`src/satq_pkg.sv`:
```
// ----------------------------------------------------------------------------
// satq_pkg
// Shared constants and types for the sorted alarm timer queue.
// ----------------------------------------------------------------------------
package satq_pkg;

  // fixed field widths
  localparam int TICK_W   = 32;
  localparam int KIND_W   = 2;
  localparam int STATUS_W = 2;

  // most alarms released by one tick
  localparam int MAX_OUT  = 16;
  localparam int FIRE_W   = $clog2(MAX_OUT + 1);

  // input operation codes
  localparam logic OP_SET  = 1'b0;
  localparam logic OP_TICK = 1'b1;

  // result kinds
  typedef enum logic [KIND_W-1:0] {
    KIND_SET   = 2'd0,
    KIND_FIRED = 2'd1,
    KIND_IDLE  = 2'd2
  } kind_e;

  // set acknowledge status
  typedef enum logic [STATUS_W-1:0] {
    ST_OK   = 2'd0,
    ST_ZERO = 2'd1,
    ST_FULL = 2'd2
  } status_e;

  // sequencer states
  typedef enum logic [1:0] {
    FSM_IDLE = 2'd0,
    FSM_RESP = 2'd1,
    FSM_INS  = 2'd2,
    FSM_TICK = 2'd3
  } state_e;

endpackage

```
`src/satq_in_if.sv`:
```
// ----------------------------------------------------------------------------
// satq_in_if
// Request channel: set alarm or timer tick, valid/ready handshake.
// ----------------------------------------------------------------------------
interface satq_in_if #(
  parameter int ID_BITS = 8
);
  logic                        valid;
  logic                        ready;
  logic                        op;
  logic [ID_BITS-1:0]          alarm_id;
  logic [satq_pkg::TICK_W-1:0] deadline;

  modport source (output valid, output op, output alarm_id, output deadline, input ready);
  modport sink   (input valid, input op, input alarm_id, input deadline, output ready);
endinterface

```
`src/satq_out_if.sv`:
```
// ----------------------------------------------------------------------------
// satq_out_if
// Result channel: acknowledges, fired alarms and idle ticks.
// ----------------------------------------------------------------------------
interface satq_out_if #(
  parameter int ID_BITS = 8
);
  logic                          valid;
  logic                          ready;
  logic [satq_pkg::KIND_W-1:0]   kind;
  logic [satq_pkg::STATUS_W-1:0] status;
  logic [ID_BITS-1:0]            fired_id;
  logic [satq_pkg::TICK_W-1:0]   tick_now;
  logic                          last;

  modport source (output valid, output kind, output status, output fired_id,
                  output tick_now, output last, input ready);
  modport sink   (input valid, input kind, input status, input fired_id,
                  input tick_now, input last, output ready);
endinterface

```
`src/satq_store.sv`:
```
// ----------------------------------------------------------------------------
// satq_store
// Entry memory: one write port, one read port, registered read data.
// ----------------------------------------------------------------------------
module satq_store #(
  parameter int  DEPTH = 16,
  parameter int  WIDTH = 40,
  localparam int AddrW = (DEPTH > 1) ? $clog2(DEPTH) : 1
) (
  input  logic             clk_i,
  input  logic             we_i,
  input  logic [AddrW-1:0] waddr_i,
  input  logic [WIDTH-1:0] wdata_i,
  input  logic             re_i,
  input  logic [AddrW-1:0] raddr_i,
  output logic [WIDTH-1:0] rdata_o
);

  logic [WIDTH-1:0] mem [DEPTH];
  logic [WIDTH-1:0] rdata_q;

  // write port
  always_ff @(posedge clk_i) begin
    if (we_i) begin
      mem[waddr_i] <= wdata_i;
    end
  end

  // read port, registered read data
  always_ff @(posedge clk_i) begin
    if (re_i) begin
      rdata_q <= mem[raddr_i];
    end
  end

  assign rdata_o = rdata_q;

endmodule

```
`src/sorted_alarm_timer_queue.sv`:
```
// ----------------------------------------------------------------------------
// sorted_alarm_timer_queue
// Tick counter with a deadline-sorted queue of pending alarms.
// ----------------------------------------------------------------------------
// Usage:
//   in_i carries set (op 0: alarm_id, deadline) and tick (op 1) transactions.
//   out_o returns one acknowledge per set and, per tick, one transaction per
//   fired alarm in deadline order (at most 16) or one idle result; last marks
//   the final result of each request. cfg_we_i loads cfg_wdata_i into the
//   counter and empties the queue; write it only while the block is idle.
// Sequencing:
//   set: a rejected set (zero deadline or full queue) goes straight to the
//        acknowledge; otherwise the walk starts at the tail and moves each
//        queued entry with a later deadline up one slot, one entry per cycle
//        through the one read port and one write port of the entry memory.
//   tick: advances the counter, then fires expired heads; one memory read per queue head.
//   One request is in flight at a time; in_i.ready is high only when idle.
// The queue is a circular buffer in the entry memory, tracked by a head
// pointer and a fill count, so reset needs no clearing pass: after reset the
// counter is 0 and the queue is empty. A stalled out_o holds the output
// register and the sequencer waits; no result is dropped.
// ----------------------------------------------------------------------------
module sorted_alarm_timer_queue #(
  parameter int QUEUE_DEPTH = 16,
  parameter int ID_BITS     = 8
) (
  input  logic                        clk_i,
  input  logic                        rst_ni,
  input  logic                        cfg_we_i,
  input  logic [satq_pkg::TICK_W-1:0] cfg_wdata_i,
  satq_in_if.sink                     in_i,
  satq_out_if.source                  out_o
);
  import satq_pkg::*;

  localparam int IDX_W   = (QUEUE_DEPTH > 1) ? $clog2(QUEUE_DEPTH) : 1;
  localparam int CNT_W   = $clog2(QUEUE_DEPTH + 1);
  localparam int SUM_W   = IDX_W + 1;
  localparam int ENTRY_W = TICK_W + ID_BITS;
  localparam logic [CNT_W-1:0]  DepthCnt = CNT_W'(QUEUE_DEPTH);
  localparam logic [SUM_W-1:0]  DepthSum = SUM_W'(QUEUE_DEPTH);
  localparam logic [FIRE_W-1:0] MaxFire  = FIRE_W'(MAX_OUT);

  // queue position to memory address, wrapping at the depth
  function automatic logic [IDX_W-1:0] phys(input logic [IDX_W-1:0] head,
                                            input logic [IDX_W-1:0] ofs);
    logic [SUM_W-1:0] sum;
    sum = {1'b0, head} + {1'b0, ofs};
    if (sum >= DepthSum) begin
      sum = sum - DepthSum;
    end
    return sum[IDX_W-1:0];
  endfunction

  state_e              state_q, state_d;
  logic [TICK_W-1:0]   tick_q, tick_d;
  logic [IDX_W-1:0]    head_q, head_d;
  logic [CNT_W-1:0]    count_q, count_d;
  logic [IDX_W-1:0]    idx_q, idx_d;
  logic [FIRE_W-1:0]   fire_q, fire_d;
  logic [ID_BITS-1:0]  pend_id_q, pend_id_d;
  logic [TICK_W-1:0]   dl_q, dl_d;
  logic [ID_BITS-1:0]  id_q, id_d;
  status_e             status_q, status_d;

  logic                out_valid_q;
  kind_e               out_kind_q, out_kind_d;
  status_e             out_status_q, out_status_d;
  logic [ID_BITS-1:0]  out_id_q, out_id_d;
  logic [TICK_W-1:0]   out_tick_q;
  logic                out_last_q, out_last_d;
  logic                load_out;
  logic                out_free;

  logic                mem_we;
  logic [IDX_W-1:0]    mem_waddr;
  logic [ENTRY_W-1:0]  mem_wdata;
  logic                mem_re;
  logic [IDX_W-1:0]    mem_raddr;
  logic [ENTRY_W-1:0]  rd_data;
  logic [TICK_W-1:0]   rd_dl;
  logic [ID_BITS-1:0]  rd_id;
  logic                due;

  // entry memory: deadline above id
  satq_store #(
    .DEPTH (QUEUE_DEPTH),
    .WIDTH (ENTRY_W)
  ) u_store (
    .clk_i   (clk_i),
    .we_i    (mem_we),
    .waddr_i (mem_waddr),
    .wdata_i (mem_wdata),
    .re_i    (mem_re),
    .raddr_i (mem_raddr),
    .rdata_o (rd_data)
  );

  assign rd_dl = rd_data[ENTRY_W-1:ID_BITS];
  assign rd_id = rd_data[ID_BITS-1:0];

  // handshake side signals
  assign in_i.ready = (state_q == FSM_IDLE) && !cfg_we_i;
  assign out_free   = !out_valid_q || out_o.ready;

  // head entry has expired and may still fire on this tick
  assign due = (count_q != '0) && (fire_q < MaxFire) && (rd_dl <= tick_q);

  // sequencer: next state, memory access and result loading
  always_comb begin
    state_d      = state_q;
    tick_d       = tick_q;
    head_d       = head_q;
    count_d      = count_q;
    idx_d        = idx_q;
    fire_d       = fire_q;
    pend_id_d    = pend_id_q;
    dl_d         = dl_q;
    id_d         = id_q;
    status_d     = status_q;
    mem_we       = 1'b0;
    mem_waddr    = phys(head_q, idx_q);
    mem_wdata    = {dl_q, id_q};
    mem_re       = 1'b0;
    mem_raddr    = phys(head_q, idx_q - IDX_W'(1));
    load_out     = 1'b0;
    out_kind_d   = KIND_SET;
    out_status_d = ST_OK;
    out_id_d     = '0;
    out_last_d   = 1'b1;

    unique case (state_q)
      FSM_IDLE: begin
        if (cfg_we_i) begin
          tick_d  = cfg_wdata_i;
          head_d  = '0;
          count_d = '0;
        end else if (in_i.valid) begin
          if (in_i.op == OP_SET) begin
            dl_d  = in_i.deadline;
            id_d  = in_i.alarm_id;
            idx_d = count_q[IDX_W-1:0];
            if (in_i.deadline == '0) begin
              status_d = ST_ZERO;
              state_d  = FSM_RESP;
            end else if (count_q == DepthCnt) begin
              status_d = ST_FULL;
              state_d  = FSM_RESP;
            end else begin
              // start the walk at the tail
              status_d  = ST_OK;
              state_d   = FSM_INS;
              mem_re    = (count_q != '0);
              mem_raddr = phys(head_q, count_q[IDX_W-1:0] - IDX_W'(1));
            end
          end else begin
            tick_d    = tick_q + TICK_W'(1);
            fire_d    = '0;
            state_d   = FSM_TICK;
            mem_re    = (count_q != '0);
            mem_raddr = head_q;
          end
        end
      end

      FSM_RESP: begin
        if (out_free) begin
          load_out     = 1'b1;
          out_kind_d   = KIND_SET;
          out_status_d = status_q;
          out_last_d   = 1'b1;
          state_d      = FSM_IDLE;
        end
      end

      FSM_INS: begin
        mem_we = 1'b1;
        if ((idx_q == '0) || (rd_dl <= dl_q)) begin
          // slot found: place the new alarm here
          mem_wdata = {dl_q, id_q};
          count_d   = count_q + CNT_W'(1);
          state_d   = FSM_RESP;
        end else begin
          // later deadline moves up one slot, read the next one down
          mem_wdata = rd_data;
          idx_d     = idx_q - IDX_W'(1);
          if (idx_q != IDX_W'(1)) begin
            mem_re    = 1'b1;
            mem_raddr = phys(head_q, idx_q - IDX_W'(2));
          end
        end
      end

      FSM_TICK: begin
        if (out_free) begin
          // previous fired alarm goes out once its successor is known
          if (fire_q != '0) begin
            load_out   = 1'b1;
            out_kind_d = KIND_FIRED;
            out_id_d   = pend_id_q;
            out_last_d = !due;
          end
          if (due) begin
            pend_id_d = rd_id;
            head_d    = phys(head_q, IDX_W'(1));
            count_d   = count_q - CNT_W'(1);
            fire_d    = fire_q + FIRE_W'(1);
            mem_re    = 1'b1;
            mem_raddr = phys(head_q, IDX_W'(1));
          end else begin
            if (fire_q == '0) begin
              load_out   = 1'b1;
              out_kind_d = KIND_IDLE;
              out_last_d = 1'b1;
            end
            state_d = FSM_IDLE;
          end
        end
      end

      default: state_d = FSM_IDLE;
    endcase
  end

  // control registers
  always_ff @(posedge clk_i or negedge rst_ni) begin
    if (!rst_ni) begin
      state_q     <= FSM_IDLE;
      tick_q      <= '0;
      head_q      <= '0;
      count_q     <= '0;
      idx_q       <= '0;
      fire_q      <= '0;
      out_valid_q <= 1'b0;
    end else begin
      state_q <= state_d;
      tick_q  <= tick_d;
      head_q  <= head_d;
      count_q <= count_d;
      idx_q   <= idx_d;
      fire_q  <= fire_d;
      if (load_out) begin
        out_valid_q <= 1'b1;
      end else if (out_o.ready) begin
        out_valid_q <= 1'b0;
      end
    end
  end

  // request and result payload
  always_ff @(posedge clk_i) begin
    pend_id_q <= pend_id_d;
    dl_q      <= dl_d;
    id_q      <= id_d;
    status_q  <= status_d;
    if (load_out) begin
      out_kind_q   <= out_kind_d;
      out_status_q <= out_status_d;
      out_id_q     <= out_id_d;
      out_tick_q   <= tick_q;
      out_last_q   <= out_last_d;
    end
  end

  assign out_o.valid    = out_valid_q;
  assign out_o.kind     = out_kind_q;
  assign out_o.status   = out_status_q;
  assign out_o.fired_id = out_id_q;
  assign out_o.tick_now = out_tick_q;
  assign out_o.last     = out_last_q;

  // fill count never passes the depth
  a_count_range: assert property (@(posedge clk_i) disable iff (!rst_ni)
    count_q <= DepthCnt)
    else $error("queue fill count beyond depth");

  // an accepted tick advances the counter by one
  a_tick_step: assert property (@(posedge clk_i) disable iff (!rst_ni)
    (in_i.valid && in_i.ready && (in_i.op == OP_TICK))
      |=> (tick_q == $past(tick_q) + TICK_W'(1)))
    else $error("tick counter did not advance");

  // only the insert walk writes the entry memory
  a_write_state: assert property (@(posedge clk_i) disable iff (!rst_ni)
    mem_we |-> (state_q == FSM_INS))
    else $error("entry memory written outside insert");

  // no more alarms fire on one tick than allowed
  a_fire_limit: assert property (@(posedge clk_i) disable iff (!rst_ni)
    fire_q <= MaxFire)
    else $error("fired count beyond limit");

endmodule
```
`src/flat_wrapper.sv`:
```
// flat-port wrapper written by rule: the top's interface ports become plain ports
module sorted_alarm_timer_queue_flat import satq_pkg::*;
#(
  parameter int QUEUE_DEPTH = 16,
  parameter int ID_BITS     = 8
)
  (clk_i, rst_ni, cfg_we_i, cfg_wdata_i, in_i_valid, in_i_op, in_i_alarm_id, in_i_deadline, in_i_ready, out_o_valid, out_o_kind, out_o_status, out_o_fired_id, out_o_tick_now, out_o_last, out_o_ready);
  satq_in_if #(.ID_BITS(ID_BITS)) in_i_i ();
  satq_out_if #(.ID_BITS(ID_BITS)) out_o_i ();
  input  logic clk_i;
  input  logic rst_ni;
  input  logic cfg_we_i;
  input  logic [satq_pkg::TICK_W-1:0] cfg_wdata_i;
  input wire logic [$bits(in_i_i.valid)-1:0] in_i_valid;
  input wire logic [$bits(in_i_i.op)-1:0] in_i_op;
  input wire logic [$bits(in_i_i.alarm_id)-1:0] in_i_alarm_id;
  input wire logic [$bits(in_i_i.deadline)-1:0] in_i_deadline;
  output wire logic [$bits(in_i_i.ready)-1:0] in_i_ready;
  output wire logic [$bits(out_o_i.valid)-1:0] out_o_valid;
  output wire logic [$bits(out_o_i.kind)-1:0] out_o_kind;
  output wire logic [$bits(out_o_i.status)-1:0] out_o_status;
  output wire logic [$bits(out_o_i.fired_id)-1:0] out_o_fired_id;
  output wire logic [$bits(out_o_i.tick_now)-1:0] out_o_tick_now;
  output wire logic [$bits(out_o_i.last)-1:0] out_o_last;
  input wire logic [$bits(out_o_i.ready)-1:0] out_o_ready;
  assign in_i_i.valid = in_i_valid;
  assign in_i_i.op = in_i_op;
  assign in_i_i.alarm_id = in_i_alarm_id;
  assign in_i_i.deadline = in_i_deadline;
  assign in_i_ready = in_i_i.ready;
  assign out_o_valid = out_o_i.valid;
  assign out_o_kind = out_o_i.kind;
  assign out_o_status = out_o_i.status;
  assign out_o_fired_id = out_o_i.fired_id;
  assign out_o_tick_now = out_o_i.tick_now;
  assign out_o_last = out_o_i.last;
  assign out_o_i.ready = out_o_ready;
  sorted_alarm_timer_queue #(.QUEUE_DEPTH(QUEUE_DEPTH), .ID_BITS(ID_BITS)) u_core (.clk_i(clk_i), .rst_ni(rst_ni), .cfg_we_i(cfg_we_i), .cfg_wdata_i(cfg_wdata_i), .in_i(in_i_i), .out_o(out_o_i));
endmodule
```
`config.mk`:
```
export PLATFORM = sky130hd
export DESIGN_NAME = sorted_alarm_timer_queue_flat
export DESIGN_NICKNAME = d
export VERILOG_FILES = /design/src/satq_pkg.sv /design/src/satq_in_if.sv /design/src/satq_out_if.sv /design/src/satq_store.sv /design/src/sorted_alarm_timer_queue.sv /design/src/flat_wrapper.sv
export SDC_FILE = /design/constraint.sdc
export NUM_CORES = 1
export LEC_CHECK = 0
export BUFFER_PORTS_ARGS = -buffer_cell sky130_fd_sc_hd__buf_2
export CORE_MARGIN = 5
export CORE_UTILIZATION = 35
export DETAILED_ROUTE_END_ITERATION = 6
export MAX_ROUTING_LAYER = met4
export PLACE_DENSITY = 0.54
export SLEW_MARGIN = 20
export SYNTH_ARGS = -nofsm -noshare
export SYNTH_HDL_FRONTEND = slang
export SYNTH_SLANG_ARGS = --single-unit
```
`constraint.sdc`:
```
create_clock -name clk_i -period 12 [get_ports clk_i]
set_clock_uncertainty 0.1 [all_clocks]
set_input_delay 2.4 -clock clk_i [delete_from_list [all_inputs] [get_ports clk_i]]
set_output_delay 2.4 -clock clk_i [all_outputs]
set_load 0.005 [all_outputs]
```
==> flow_metrics.env <==
export IMPL_vdd_ir_drop_max_v=0.000275
export IMPL_synthFlopType="edfxtp_1"
export IMPL_critPathLaunch="in_i_deadline[5]"
export IMPL_tightest_slew_ns=1.10
export IMPL_setup_tns_ns=0
export IMPL_hp_class="flop to flop"
export IMPL_dp_hpwl_um=57700
export IMPL_holdBufCountCts=0
export IMPL_die_height_um=326
export IMPL_rows=115
export IMPL_fmax_ghz=0.132
export IMPL_avgSynthCellArea_um2=14.9
export IMPL_grt_pass1_vias=21224
export IMPL_netlist_top_cells_count="edfxtp_1 (775), nand2_1 (294), mux2i_1 (202), a32oi_1 (162), ha_1 (88)"
export IMPL_syn_num_nets=2513
export IMPL_endpoint="u_core.u_store.rdata_o[16]"
export IMPL_cts_tree="yes"
export IMPL_synth_largest_area_cell="edfxtp_1"
export IMPL_rr_endpoint="u_core.u_store.rdata_o[16]"
export IMPL_grt_pass1_wl_um=146000
export IMPL_slew_violations=0
export IMPL_finalCritPeriodShare_pct=63.0
export IMPL_ys_types=76
export IMPL_critPathLaunchType="input pin"
export IMPL_p_leak_uw=0.0139
export IMPL_htreeDepth=3
export IMPL_ys_ff_latch=828
export IMPL_ff2ff_setup_slack_ns=5.63
export IMPL_rr_startpoint="u_core.u_store.rdata_o[15]"
export IMPL_clock_latency_ns=0.67
export IMPL_drive_gt1_share_pct=15.2
export IMPL_die_w_um=326
export IMPL_via_per_inst=5.56
export IMPL_finalWirelength_um=101000
export IMPL_gp_congestion=0.870
export IMPL_cts_repair_resized=0
export IMPL_synth_edf_count=775
export IMPL_crit_type="input pin to flop"
export IMPL_crit_fanout=71
export IMPL_synthArstFlopShare_pct=6.40
export IMPL_cts_root_buffer="clkbuf_16"
export IMPL_syn_inst=2342
export IMPL_io_buffers=124
export IMPL_grt_max_degree=72
export IMPL_ioPinCount=125
export IMPL_routedWlPerCell_um=26.2
export IMPL_fillers=9017
export IMPL_drc=0
export IMPL_die_area_mm2=0.106
export IMPL_seq_area_frac_synth_pct=70.5
export IMPL_worstSetupEndpointType="flop"
export IMPL_layout_nets=2658
export IMPL_crit_arrival_ns=7.86
export IMPL_ant_nets=0
export IMPL_track_usage_pct=18.9
export IMPL_post_cts_setup_buffers=0
export IMPL_synth_top_area_share_pct=66.7
export IMPL_multi_input_area_mm2=0.00966
export IMPL_power_density_mw_per_mm2=298
export IMPL_drv_cap=0
export IMPL_vias=21395
export IMPL_r2r_cells=13
export IMPL_final_cell_area_mm2=0.0401
export IMPL_clkTransAtPathRegs_ns=0.06
export IMPL_seqCellArea_mm2=0.0246
export IMPL_area_growth_pct=15.0
export IMPL_synth_most_common_cell="edfxtp_1"
export IMPL_synth_area_leaders="edfxtp_1 (67%), mux2i_1 (5.8%), a32oi_1 (4.1%)"
export IMPL_crit_required_ns=12.30
export IMPL_cts_buffers=91
export IMPL_core_area_mm2=0.0987
export IMPL_hold_viol_final=0
export IMPL_ys_warn_count=0
export IMPL_placed_area_mm2=0.0371
export IMPL_max_slew_margin_pct=25.9
export IMPL_max_clock_path_buffers=3
export IMPL_drt_first_pass_iters=5
export IMPL_drtIter0Drc=2144
export IMPL_status="complete, no violations"
export IMPL_cts_sinks=828
export IMPL_rsz0062_at_grt="false"
export IMPL_fin_crit_ns=7.56
export IMPL_overflow=0
export IMPL_syn_area_mm2=0.0349
export IMPL_antenna_found_initial=4
export IMPL_start_util_pct=35.3
export IMPL_setup_viol=0
registers in the layout, indices dropped and copies added (netlist names), 4 cells and up:
signal	flops
u_core.count_q	5
u_core.out_o.tick_now	32
u_core.fire_q	5
u_core.idx_q	4
u_core.u_store.mem	640
u_core.dl_q	32
u_core.u_store.rdata_o	40
u_core.pend_id_q	8
u_core.tick_q	32
u_core.out_o.fired_id	8
u_core.head_q	4
u_core.id_q	8
cell usage in the layout (no fill, tap or decap), drive strengths merged, types with 5 or more instances in the layout:
cell type  count
edfxtp       775
nand2        294
mux2i        202
buf          168
a32oi        162
clkbuf       105
inv           93
ha            88
a21oi         76
nor2          73
o21ai         67
dfrtp         53
mux2          46
clkinv        43
and4          42
nand4         24
nand3         22
nor3          19
nor4          16
and2          14
xor2          13
a31oi         13
and3          12
xnor2         11
bufinv        10
o211ai         9
a21o           8
o22ai          8
o21a           7
a22oi          7
a211oi         7
nor2b          6
nand2b         6
o31ai          6
fa             5
metal layers:
metal | routed length, µm | track usage [%]
met5 | 0 | -
met1 | 43600 | 25.5
met2 | 47600 | 30.3
met3 | 6640 | 2.84
met4 | 2780 | 5.19
kinds of logic (layout without fill, tap and decap cells):
family | after synthesis | in the layout | share of synthesized area (%)
AO/OA/AOI/OAI | 400 | 400 | 8.25
XOR/XNOR | 24 | 24 | 0.624
adder cells (fa/ha/maj) | 93 | 93 | 3.44
buffers and inverters | 205 | 421 | 2.51
flip-flops | 828 | 828 | 70.5
multiplexers | 248 | 248 | 7.28
other | 0 | 3 | 0
AND/OR/NAND/NOR | 544 | 544 | 7.38
area by class of cell:
type	count	area share, %
Sequential cell	828	61.3
Multi-Input combinational cell	1309	24.1
Clock buffer	105	5.86
Tap cell	1287	4.01
Timing Repair Buffer	168	2.37
Clock inverter	59	1.56
Inverter	89	0.832
Antenna cell	3	0.0187
report_power, final:
group          total (µW)  internal (µW)  switching (µW)
Clock                2780           1630            1150
Combinational        5070           1700            3370
Sequential           4100           3810             294
through the flow:
step	setup WS (ns)	total power, µW	instances	hold WS, ns	utilization (%)
final	4.44	12000	3848	0.359	40.7
after global placement	4.12	9140	3681	0.341	37.6
after detailed placement	3.87	9230	3681	0.334	37.6
after CTS	4.57	12000	3845	0.362	40.7
after global routing	4.27	12500	3846	0.373	40.7
after floorplan	6.43	7430	2342	0.322	-
worst min-delay path by stage:
stage	start	endpoint	slack [ns]	cells past startpoint
finish	u_core.u_store.rdata_o[2]	u_core.pend_id_q[2]	0.36	0
global route	u_core.u_store.rdata_o[2]	u_core.pend_id_q[2]	0.37	0
CTS	u_core.u_store.rdata_o[2]	u_core.pend_id_q[2]	0.36	0
detailed placement	u_core.u_store.rdata_o[4]	u_core.pend_id_q[4]	0.33	0
global placement	u_core.u_store.rdata_o[2]	u_core.pend_id_q[2]	0.34	0
floorplan	u_core.u_store.rdata_o[0]	u_core.pend_id_q[0]	0.32	0
worst max-delay path, stage by stage:
cell and delay [ns]:
buf_2 0.11, nor4_2 0.94, nand4_1 0.26, o21ai_1 0.45, and2_1 0.19, o311ai_0 0.16, o211ai_1 0.28, or2_4 0.54
buf_4 0.92, buf_4 0.91, mux2i_1 0.28, a32oi_1 0.07, and4_1 0.21
Power figures use the tool's default switching activity.
